<file path="config.mk">
export PLATFORM = sky130hd
export DESIGN_NAME = polyphonic_voice_allocator_flat
export DESIGN_NICKNAME = d
export VERILOG_FILES = /design/src/hw/rtl/pva_pkg.sv /design/src/hw/rtl/pva_req_if.sv /design/src/hw/rtl/pva_rsp_if.sv /design/src/hw/rtl/polyphonic_voice_allocator.sv /design/src/hw/rtl/pva_ram.sv /design/src/hw/rtl/pva_voice_scan.sv /design/src/flat_wrapper.sv
export SDC_FILE = /design/constraint.sdc
export NUM_CORES = 1
export LEC_CHECK = 0
export ABC_AREA = 1
export BUFFER_PORTS_ARGS = -buffer_cell sky130_fd_sc_hd__buf_2
export CELL_PAD_IN_SITES_DETAIL_PLACEMENT = 1
export CELL_PAD_IN_SITES_GLOBAL_PLACEMENT = 2
export CORE_ASPECT_RATIO = 1.4
export CORE_MARGIN = 2
export CORE_UTILIZATION = 30
export CTS_CLUSTER_DIAMETER = 40
export DETAILED_ROUTE_END_ITERATION = 7
export PLACE_DENSITY_LB_ADDON = 0.15
export SLEW_MARGIN = 20
export SYNTH_ARGS = -nofsm -noshare
export SYNTH_HDL_FRONTEND = slang
export SYNTH_SLANG_ARGS = --single-unit
</file>
<file path="constraint.sdc">
create_clock -name clock -period 9.6 [get_ports clock]
set_input_delay 0 -clock clock [delete_from_list [all_inputs] [get_ports clock]]
set_output_delay 0 -clock clock [all_outputs]
set_load 0.01 [all_outputs]
</file>
<file path="src/hw/rtl/pva_pkg.sv">
// Package for the polyphonic voice allocator.
// Holds the command codes, the scan states, the voice entry layout and the word types.
// No dependencies.
package pva_pkg;

   localparam int DefaultVoices = 8;
   localparam int LevelScale = 516;
   localparam logic [31:0] TimeStart = 32'hFFFF_FFFF;

   typedef enum logic [1:0] {
      CMD_NOTE_ON    = 2'd0,
      CMD_NOTE_OFF   = 2'd1,
      CMD_ALL_OFF    = 2'd2,
      CMD_VOICE_DONE = 2'd3
   } cmd_type;

   typedef enum logic [2:0] {
      ST_IDLE,
      ST_SCAN,
      ST_LAST,
      ST_COMMIT,
      ST_HOLD
   } state_type;

   typedef struct packed {
      logic        released;
      logic [31:0] rel_time;
      logic [6:0]  pitch;
      logic        env_idle;
   } voice_entry_type;

   localparam voice_entry_type ResetEntry = '{
      released: 1'b1, rel_time: 32'd0, pitch: 7'd0, env_idle: 1'b1};

   typedef struct packed {
      logic [1:0]  command;
      logic [6:0]  pitch;
      logic [6:0]  velocity;
      logic [2:0]  done_voice;
      logic [31:0] now;
   } req_word_type;

   typedef struct packed {
      logic        assigned;
      logic [2:0]  voice;
      logic [15:0] level;
      logic [7:0]  released_mask;
   } rsp_word_type;

   typedef struct packed {
      logic ready;
      logic load;
   } scan_status_type;

endpackage

</file>
<file path="src/hw/rtl/pva_req_if.sv">
// Request channel of the voice allocator: valid, ready and one event word.
// No dependencies.
interface pva_req_if;
   logic        valid;
   logic        ready;
   logic [1:0]  command;
   logic [6:0]  pitch;
   logic [6:0]  velocity;
   logic [2:0]  done_voice;
   logic [31:0] now;

   modport source (output valid, command, pitch, velocity, done_voice, now, input ready);
   modport sink (input valid, command, pitch, velocity, done_voice, now, output ready);
endinterface

</file>
<file path="src/hw/rtl/pva_rsp_if.sv">
// Response channel of the voice allocator: valid, ready and one result word.
// No dependencies.
interface pva_rsp_if;
   logic        valid;
   logic        ready;
   logic        assigned;
   logic [2:0]  voice;
   logic [15:0] level;
   logic [7:0]  released_mask;

   modport source (output valid, assigned, voice, level, released_mask, input ready);
   modport sink (input valid, assigned, voice, level, released_mask, output ready);
endinterface

</file>
<file path="src/hw/rtl/polyphonic_voice_allocator.sv">
// Polyphonic voice allocator: top level with the request and response channels.
// Depends on pva_pkg, pva_req_if, pva_rsp_if and pva_voice_scan.
//
// Each request word carries one event: note on, note off, all notes off or
// voice envelope finished. Every request yields exactly one response word.
// A note on reports whether a voice was found, the voice index and the trigger
// level; note off and all notes off report the voices they released.
// The voice table sits in a RAM with one entry per voice, read one entry per
// cycle. A word is applied by one walk over the voice RAM through the scan,
// last and commit states, and its response is then loaded into the output
// register; a new word is accepted only once the previous walk has finished
// and its response has been loaded, so words do not overlap in the scanner.
// The response sits in an output register, so a new request word is taken
// while an earlier response still waits. If the receiver stalls while a
// second response is ready, the scanner holds it and accepts nothing more.
// Reset returns every voice to released, idle and pitch zero at once through
// per-entry valid bits; no clearing pass is needed.
module polyphonic_voice_allocator #(
   parameter int VOICES = pva_pkg::DefaultVoices
) (
   input logic      clock,
   input logic      reset,
   pva_req_if.sink  req_chan,
   pva_rsp_if.source rsp_chan
);
   import pva_pkg::*;

   scan_status_type status;
   rsp_word_type    scan_word;
   req_word_type    req_word;
   logic            slot_free;
   logic            rsp_valid_ff, rsp_valid_in;
   rsp_word_type    rsp_word_ff, rsp_word_in;

   assign req_word.command = req_chan.command;
   assign req_word.pitch = req_chan.pitch;
   assign req_word.velocity = req_chan.velocity;
   assign req_word.done_voice = req_chan.done_voice;
   assign req_word.now = req_chan.now;
   assign req_chan.ready = status.ready;

   assign slot_free = !rsp_valid_ff || rsp_chan.ready;

   pva_voice_scan #(.VOICES(VOICES)) u_scan (
      .clock     (clock),
      .reset     (reset),
      .start     (req_chan.valid && status.ready),
      .req_word  (req_word),
      .slot_free (slot_free),
      .status    (status),
      .rsp_word  (scan_word)
   );

   always_comb begin
      rsp_valid_in = rsp_valid_ff;
      rsp_word_in = rsp_word_ff;
      if (status.load) begin
         rsp_valid_in = 1'b1;
         rsp_word_in = scan_word;
      end else if (rsp_chan.ready) begin
         rsp_valid_in = 1'b0;
      end
   end

   always_ff @(posedge clock) begin
      if (reset) begin
         rsp_valid_ff <= 1'b0;
      end else begin
         rsp_valid_ff <= rsp_valid_in;
      end
      rsp_word_ff <= rsp_word_in;
   end

   assign rsp_chan.valid = rsp_valid_ff;
   assign rsp_chan.assigned = rsp_word_ff.assigned;
   assign rsp_chan.voice = rsp_word_ff.voice;
   assign rsp_chan.level = rsp_word_ff.level;
   assign rsp_chan.released_mask = rsp_word_ff.released_mask;

endmodule

</file>
<file path="src/hw/rtl/pva_ram.sv">
// Generic single write port, single read port RAM with a registered read.
// No dependencies.
module pva_ram #(
   parameter int Width = 8,
   parameter int Depth = 8
) (
   input  logic                     clock,
   input  logic                     wr_en,
   input  logic [$clog2(Depth)-1:0] wr_addr,
   input  logic [Width-1:0]         wr_data,
   input  logic [$clog2(Depth)-1:0] rd_addr,
   output logic [Width-1:0]         rd_data
);

   logic [Width-1:0] mem_ff [Depth];
   logic [Width-1:0] rd_data_ff;

   always_ff @(posedge clock) begin
      if (wr_en) begin
         mem_ff[wr_addr] <= wr_data;
      end
      rd_data_ff <= mem_ff[rd_addr];
   end

   assign rd_data = rd_data_ff;

endmodule

</file>
<file path="src/hw/rtl/pva_voice_scan.sv">
// Voice table scanner: walks the voice RAM one entry per cycle and applies one event.
// Depends on pva_pkg and pva_ram.
module pva_voice_scan #(
   parameter int VOICES = pva_pkg::DefaultVoices
) (
   input  logic                     clock,
   input  logic                     reset,
   input  logic                     start,
   input  pva_pkg::req_word_type    req_word,
   input  logic                     slot_free,
   output pva_pkg::scan_status_type status,
   output pva_pkg::rsp_word_type    rsp_word
);
   import pva_pkg::*;

   localparam int VW = $clog2(VOICES);
   localparam int EW = $bits(voice_entry_type);
   localparam logic [VW-1:0] LastIdx = VW'(VOICES - 1);

   state_type       state_ff, state_in;
   logic [VW-1:0]   rd_idx_ff, rd_idx_in;
   logic            p_valid_ff, p_valid_in;
   logic [VW-1:0]   p_idx_ff, p_idx_in;
   req_word_type    item_ff, item_in;
   logic            locked_ff, locked_in;
   logic            found_ff, found_in;
   logic [VW-1:0]   pick_ff, pick_in;
   logic [31:0]     pick_time_ff, pick_time_in;
   logic [31:0]     oldest_ff, oldest_in;
   logic [7:0]      mask_ff, mask_in;
   logic [VOICES-1:0] valid_ff, valid_in;

   logic            wr_en;
   logic [VW-1:0]   wr_addr;
   voice_entry_type wr_entry;
   logic [EW-1:0]   rd_data;
   voice_entry_type entry;
   logic            note_on;

   pva_ram #(.Width(EW), .Depth(VOICES)) u_ram (
      .clock   (clock),
      .wr_en   (wr_en),
      .wr_addr (wr_addr),
      .wr_data (EW'(wr_entry)),
      .rd_addr (rd_idx_ff),
      .rd_data (rd_data)
   );

   assign entry = valid_ff[p_idx_ff] ? voice_entry_type'(rd_data) : ResetEntry;
   assign note_on = (item_ff.command == CMD_NOTE_ON);

   always_comb begin
      state_in = state_ff;
      unique case (state_ff)
         ST_IDLE: begin
            if (start) begin
               state_in = ST_SCAN;
            end
         end
         ST_SCAN: begin
            if (rd_idx_ff == LastIdx) begin
               state_in = ST_LAST;
            end
         end
         ST_LAST: state_in = ST_COMMIT;
         ST_COMMIT, ST_HOLD: state_in = slot_free ? ST_IDLE : ST_HOLD;
         default: state_in = ST_IDLE;
      endcase
   end

   always_comb begin
      status.ready = (state_ff == ST_IDLE);
      status.load = ((state_ff == ST_COMMIT) || (state_ff == ST_HOLD)) && slot_free;
      rsp_word.assigned = note_on && found_ff;
      rsp_word.voice = (note_on && found_ff) ? 3'(pick_ff) : 3'd0;
      rsp_word.level = (note_on && found_ff) ?
                       16'(16'(item_ff.velocity) * 16'(LevelScale)) : 16'd0;
      rsp_word.released_mask = mask_ff;
   end

   always_comb begin
      rd_idx_in = rd_idx_ff;
      p_valid_in = (state_ff == ST_SCAN);
      p_idx_in = rd_idx_ff;
      item_in = item_ff;
      locked_in = locked_ff;
      found_in = found_ff;
      pick_in = pick_ff;
      pick_time_in = pick_time_ff;
      oldest_in = oldest_ff;
      mask_in = mask_ff;
      valid_in = valid_ff;
      wr_en = 1'b0;
      wr_addr = p_idx_ff;
      wr_entry = entry;

      if (state_ff == ST_IDLE && start) begin
         item_in = req_word;
         rd_idx_in = '0;
         locked_in = 1'b0;
         found_in = 1'b0;
         pick_in = '0;
         oldest_in = TimeStart;
         mask_in = 8'd0;
      end else if (state_ff == ST_SCAN) begin
         rd_idx_in = rd_idx_ff + VW'(1);
      end

      if (p_valid_ff) begin
         unique case (cmd_type'(item_ff.command))
            CMD_NOTE_ON: begin
               if (!locked_ff && entry.released) begin
                  if (entry.env_idle) begin
                     pick_in = p_idx_ff;
                     pick_time_in = entry.rel_time;
                     found_in = 1'b1;
                     locked_in = 1'b1;
                  end else begin
                     if (entry.rel_time < oldest_ff) begin
                        oldest_in = entry.rel_time;
                        pick_in = p_idx_ff;
                        pick_time_in = entry.rel_time;
                        found_in = 1'b1;
                     end
                     if (entry.pitch == item_ff.pitch) begin
                        pick_in = p_idx_ff;
                        pick_time_in = entry.rel_time;
                        found_in = 1'b1;
                     end
                  end
               end
            end
            CMD_NOTE_OFF, CMD_ALL_OFF: begin
               if (item_ff.command == CMD_ALL_OFF || entry.pitch == item_ff.pitch) begin
                  wr_en = 1'b1;
                  wr_entry.released = 1'b1;
                  wr_entry.rel_time = item_ff.now;
                  mask_in = mask_ff | (8'd1 << p_idx_ff);
               end
            end
            CMD_VOICE_DONE: begin
               if (32'(p_idx_ff) == 32'(item_ff.done_voice)) begin
                  wr_en = 1'b1;
                  wr_entry.env_idle = 1'b1;
               end
            end
            default: ;
         endcase
      end

      if (state_ff == ST_COMMIT && note_on && found_ff) begin
         wr_en = 1'b1;
         wr_addr = pick_ff;
         wr_entry.released = 1'b0;
         wr_entry.rel_time = pick_time_ff;
         wr_entry.pitch = item_ff.pitch;
         wr_entry.env_idle = 1'b0;
      end

      if (wr_en) begin
         valid_in[wr_addr] = 1'b1;
      end
   end

   always_ff @(posedge clock) begin
      if (reset) begin
         state_ff <= ST_IDLE;
         p_valid_ff <= 1'b0;
         valid_ff <= '0;
      end else begin
         state_ff <= state_in;
         p_valid_ff <= p_valid_in;
         valid_ff <= valid_in;
      end
      rd_idx_ff <= rd_idx_in;
      p_idx_ff <= p_idx_in;
      item_ff <= item_in;
      locked_ff <= locked_in;
      found_ff <= found_in;
      pick_ff <= pick_in;
      pick_time_ff <= pick_time_in;
      oldest_ff <= oldest_in;
      mask_ff <= mask_in;
   end

endmodule
</file>
<file path="src/flat_wrapper.sv">
// flat-port wrapper written by rule: the top's interface ports become plain ports
module polyphonic_voice_allocator_flat import pva_pkg::*;
#(
   parameter int VOICES = pva_pkg::DefaultVoices
)
  (clock, reset, req_chan_valid, req_chan_command, req_chan_pitch, req_chan_velocity, req_chan_done_voice, req_chan_now, req_chan_ready, rsp_chan_valid, rsp_chan_assigned, rsp_chan_voice, rsp_chan_level, rsp_chan_released_mask, rsp_chan_ready);
  pva_req_if req_chan_i ();
  pva_rsp_if rsp_chan_i ();
  input logic clock;
  input logic reset;
  input wire logic [$bits(req_chan_i.valid)-1:0] req_chan_valid;
  input wire logic [$bits(req_chan_i.command)-1:0] req_chan_command;
  input wire logic [$bits(req_chan_i.pitch)-1:0] req_chan_pitch;
  input wire logic [$bits(req_chan_i.velocity)-1:0] req_chan_velocity;
  input wire logic [$bits(req_chan_i.done_voice)-1:0] req_chan_done_voice;
  input wire logic [$bits(req_chan_i.now)-1:0] req_chan_now;
  output wire logic [$bits(req_chan_i.ready)-1:0] req_chan_ready;
  output wire logic [$bits(rsp_chan_i.valid)-1:0] rsp_chan_valid;
  output wire logic [$bits(rsp_chan_i.assigned)-1:0] rsp_chan_assigned;
  output wire logic [$bits(rsp_chan_i.voice)-1:0] rsp_chan_voice;
  output wire logic [$bits(rsp_chan_i.level)-1:0] rsp_chan_level;
  output wire logic [$bits(rsp_chan_i.released_mask)-1:0] rsp_chan_released_mask;
  input wire logic [$bits(rsp_chan_i.ready)-1:0] rsp_chan_ready;
  assign req_chan_i.valid = req_chan_valid;
  assign req_chan_i.command = req_chan_command;
  assign req_chan_i.pitch = req_chan_pitch;
  assign req_chan_i.velocity = req_chan_velocity;
  assign req_chan_i.done_voice = req_chan_done_voice;
  assign req_chan_i.now = req_chan_now;
  assign req_chan_ready = req_chan_i.ready;
  assign rsp_chan_valid = rsp_chan_i.valid;
  assign rsp_chan_assigned = rsp_chan_i.assigned;
  assign rsp_chan_voice = rsp_chan_i.voice;
  assign rsp_chan_level = rsp_chan_i.level;
  assign rsp_chan_released_mask = rsp_chan_i.released_mask;
  assign rsp_chan_i.ready = rsp_chan_ready;
  polyphonic_voice_allocator #(.VOICES(VOICES)) u_core (.clock(clock), .reset(reset), .req_chan(req_chan_i), .rsp_chan(rsp_chan_i));
endmodule
</file>
==> results.md <==
* Antenna violations before repair at 0
* Remaining Overflow, GRT at 0
* Highest clock rate at 0.2108 GHz
* Worst R2R Setup Slack at 4860 ps
* Netlist Area Pre-Place at 0.02144 mm^2
* Final core utilization at 0.3665
* CP Capture Type: flop
* Cells after Synth at ~1,900
* Yosys reg bits at about 540
* Final worst slack at just under 5000 ps
* Die Span Y at 320.3 um
* Chip width at 229.9 um
* HP Class: in2reg
* Crit-path max cell delay at between 500 and 600 ps
* Row count at 116
* Hold_buf cts at 55
* Detailed-route via count at ~14,000
* CP top delay family: buffers and inverters
* # nets final at 2,157
* Hold endpoint: u_core.u_scan.item_ff[48]
* Hold Path Depth at 2
* Latest clock arrival within the worst-skew pair at ~620 ps
* Setup CP Type: reg2reg
* Yosys synthesis warning count at 0
* Vias per cell at approximately 4.7
* Pwr per Cell Area at ~260 mW/mm^2
* Gpl congestion at roughly 0.73
* DRT Wirelength at about 62,000 um
* Drt pass-1 iters at 7
* VDD IR max at ~120 uV
* Pre-CTS WS at between 4000 and 5000 ps
* Avg Cell Area, Syn at around 11 um^2
* Global-route wire length before repair at around 95,000 um
* Maximum buffer depth of the clock tree at 3
* Relative slew slack at 0.3220
* R2R Path Start: u_core.u_scan.p_idx_ff[0]
* # setup viols final at 0
* Final period util at 0.4941
* Max_cap viols at 0
* Slew Viols, Final at 0
* Crit path time final at 4743 ps
* Initial core utilization at 0.3014
* Area growth syn-to-layout at 21.59%
* Maximum number of pins on one net before global-route repair at roughly 150
* Least-Margin Pin Slew at approximately 1000 ps
* Reg2reg path depth at 23
* Start point of the worst hold path: req_chan_pitch[6]
* Leak at around 0.010 uW
* Setup bufs post-CTS at 0
* CTS tree: yes
* Cell mode on critical path: nand2_1
* Area of the core at a little over 0.07 mm^2
* Die area at ~0.074 mm^2
* Ant diodes at 0
* Vias in the first global route at roughly 15,000
* PostCTS Resize Cnt at 0
* Worst-path cell chain: inv_1, nand2_1, nand2_1, nand2_1, nand3_2, nand2_2, buf_4, inv_2, nand2_1, inv_1, ha_1, nand2_1, inv_1, nand3_1, a31oi_1, a2111oi_0, nand2_1, nand2_1, nand2_1, nand2_1, nand2_1, inv_1, buf_4
* Cell variety after synth at 36
* Layout cells sized above 1 at 0.1332
* Slowest cell on the critical path: dfxtp_1
* Routed Antenna Nets at 0
* Status: finished, final reports clean
* Post-Route Skew at 17.17 ps
* RR Endpoint: u_core.u_scan.pick_time_ff[14]
* Gr usage total at 0.1708
* IO Port Bufs at 82
* CP Data Required Time at between 9000 and 10,000 ps
* Reg clk slew, reported paths at about 60 ps
* CTS buffer count at slightly above 80
* Stages on worst setup path at 23
* Root buffer cell: clkbuf_16
* H-tree depth at 3
* Startpoint class of the critical path: flop
* # IOs at 85
* Clock Sinks at about 540
* Post-DR wirelength/cell at about 20 um
* TNS Setup at 0 ps
* Hold slack at around 86 ps
* Post-synthesis sequential area ratio at 0.7004
* Worst path arrival time at approximately 5000 ps
* Hold Vio Cnt, Final at 0
* Initial DRC Count at roughly 690
* Worst Path Max Fanout at 32
* DPL Wire Length at ~34,000 um
* Buffers & Inverters on Critical Path at 7
* RSZ-0062 raised after global routing: false
* DRC at 0
stage by stage:
stage	total power, uW	cells	cell area, um^2
after floorplan	3471	1929	21440
after global placement	3817	2870	22740
after detailed placement	3833	2870	22740
after CTS	6886	3075	26040
after global routing	7104	3076	26060
final	6772	3076	26060
final cells by class:
type                    instances  area (um^2)
fillers                      7725        45050
flip-flops and latches        535        15020
multi-input cells            1083         5170
clock buffers                  87         2049
well taps                     944         1181
repair buffers                160         1159
inverters                     204        780.7
clock inverters                63        704.4
cells in the final DEF, fill, tap and decap left out, types with 11 or more instances in the layout:
cell / netlist / routed
buf_4: 12 / 21
inv_1: 200 / 187
a21oi_1: 42 / 42
buf_2: 8 / 82
nor2_1: 366 / 365
edfxtp_1: 430 / 430
a31oi_1: 46 / 46
o21ai_1: 67 / 67
dfxtp_1: 105 / 103
clkbuf_16: 0 / 81
inv_6: 0 / 20
dlygate4sd3_1: 0 / 55
clkinv_2: 0 / 17
o21ai_0: 201 / 201
nand2_1: 224 / 223
nand2_2: 10 / 11
ha_1: 37 / 37
o22ai_1: 43 / 43
worst max path at each step:
| stage | slack, ps | start | to |
|---|---|---|---|
| floorplan | 5810 | u_core.u_scan.p_idx_ff[0] | u_core.u_scan.pick_time_ff[0] |
| global placement | 4790 | u_core.u_scan.p_idx_ff[0] | u_core.u_scan.pick_time_ff[14] |
| detailed placement | 4640 | u_core.u_scan.p_idx_ff[0] | u_core.u_scan.pick_time_ff[7] |
| CTS | 4620 | u_core.u_scan.p_idx_ff[0] | u_core.u_scan.pick_time_ff[23] |
| global route | 4260 | u_core.u_scan.p_idx_ff[0] | u_core.u_scan.pick_time_ff[7] |
| finish | 4860 | u_core.u_scan.p_idx_ff[0] | u_core.u_scan.pick_time_ff[14] |
cells in the mapped netlist (all sizes together):
cell type  number  area [um^2]
a2111oi         1        8.760
a211oi          2        15.01
a21oi          42        210.2
a2bb2oi         5        43.79
a31oi          46        287.8
and3            1        6.260
buf            29        201.4
clkbuf         78        292.8
conb            1        3.750
dfxtp         105         2102
edfxtp        430        12910
ha             37        462.9
inv           204        765.7
nand2         235        914.6
nand3          12        75.07
nand4           4        25.02
nor2          369         1393
nor3            7        35.03
nor4            2        12.51
o211ai          2        15.01
o21a            1        7.510
o21ai         268         1341
o21bai          1        11.26
o221ai          1        8.760
o22ai          43        269.0
or2             1        6.260
xor2            1        8.760
sequential cells by signal (all words and copies together) (netlist names), 7 cells and up:
signal,count
u_core.u_scan.pick_time_ff,32
u_core.u_scan.u_ram.mem_ff,328
u_core.rsp_chan.level,7
u_core.u_scan.u_ram.rd_data,41
u_core.u_scan.valid_ff,8
u_core.rsp_chan.released_mask,8
u_core.u_scan.item_ff,51
u_core.u_scan.mask_ff,8
u_core.u_scan.oldest_ff,32
kinds of logic after synthesis:
logic type                 after synthesis  share of synthesized area
AOI/OAI and AO/OA                      412                     0.1035
xor gates and xnor gates                 1                  0.0004087
adders and majority gates               37                    0.02160
buffers and inverters                  311                    0.05878
DFF                                    535                     0.7004
other                                    1                  0.0001749
and+or+nand+nor                        631                     0.1151
power breakdown:
part	internal, uW	switching [uW]	leakage, uW
Clock	1830	1160	0.00133
Combinational	267	668	0.00400
Sequential	2740	102	0.00483
Total	4840	1930	0.0102
layer usage:
metal | GRT usage | vias up | wire [um]
met5 | 0 | - | 0
met4 | 0.05907 | 0 | 1498
met3 | 0.02294 | 98 | 1745
met2 | 0.3080 | 218 | 31450
met1 | 0.2080 | 7132 | 26820
li1 | - | 6866 | -
Power figures use the tool's default switching activity.
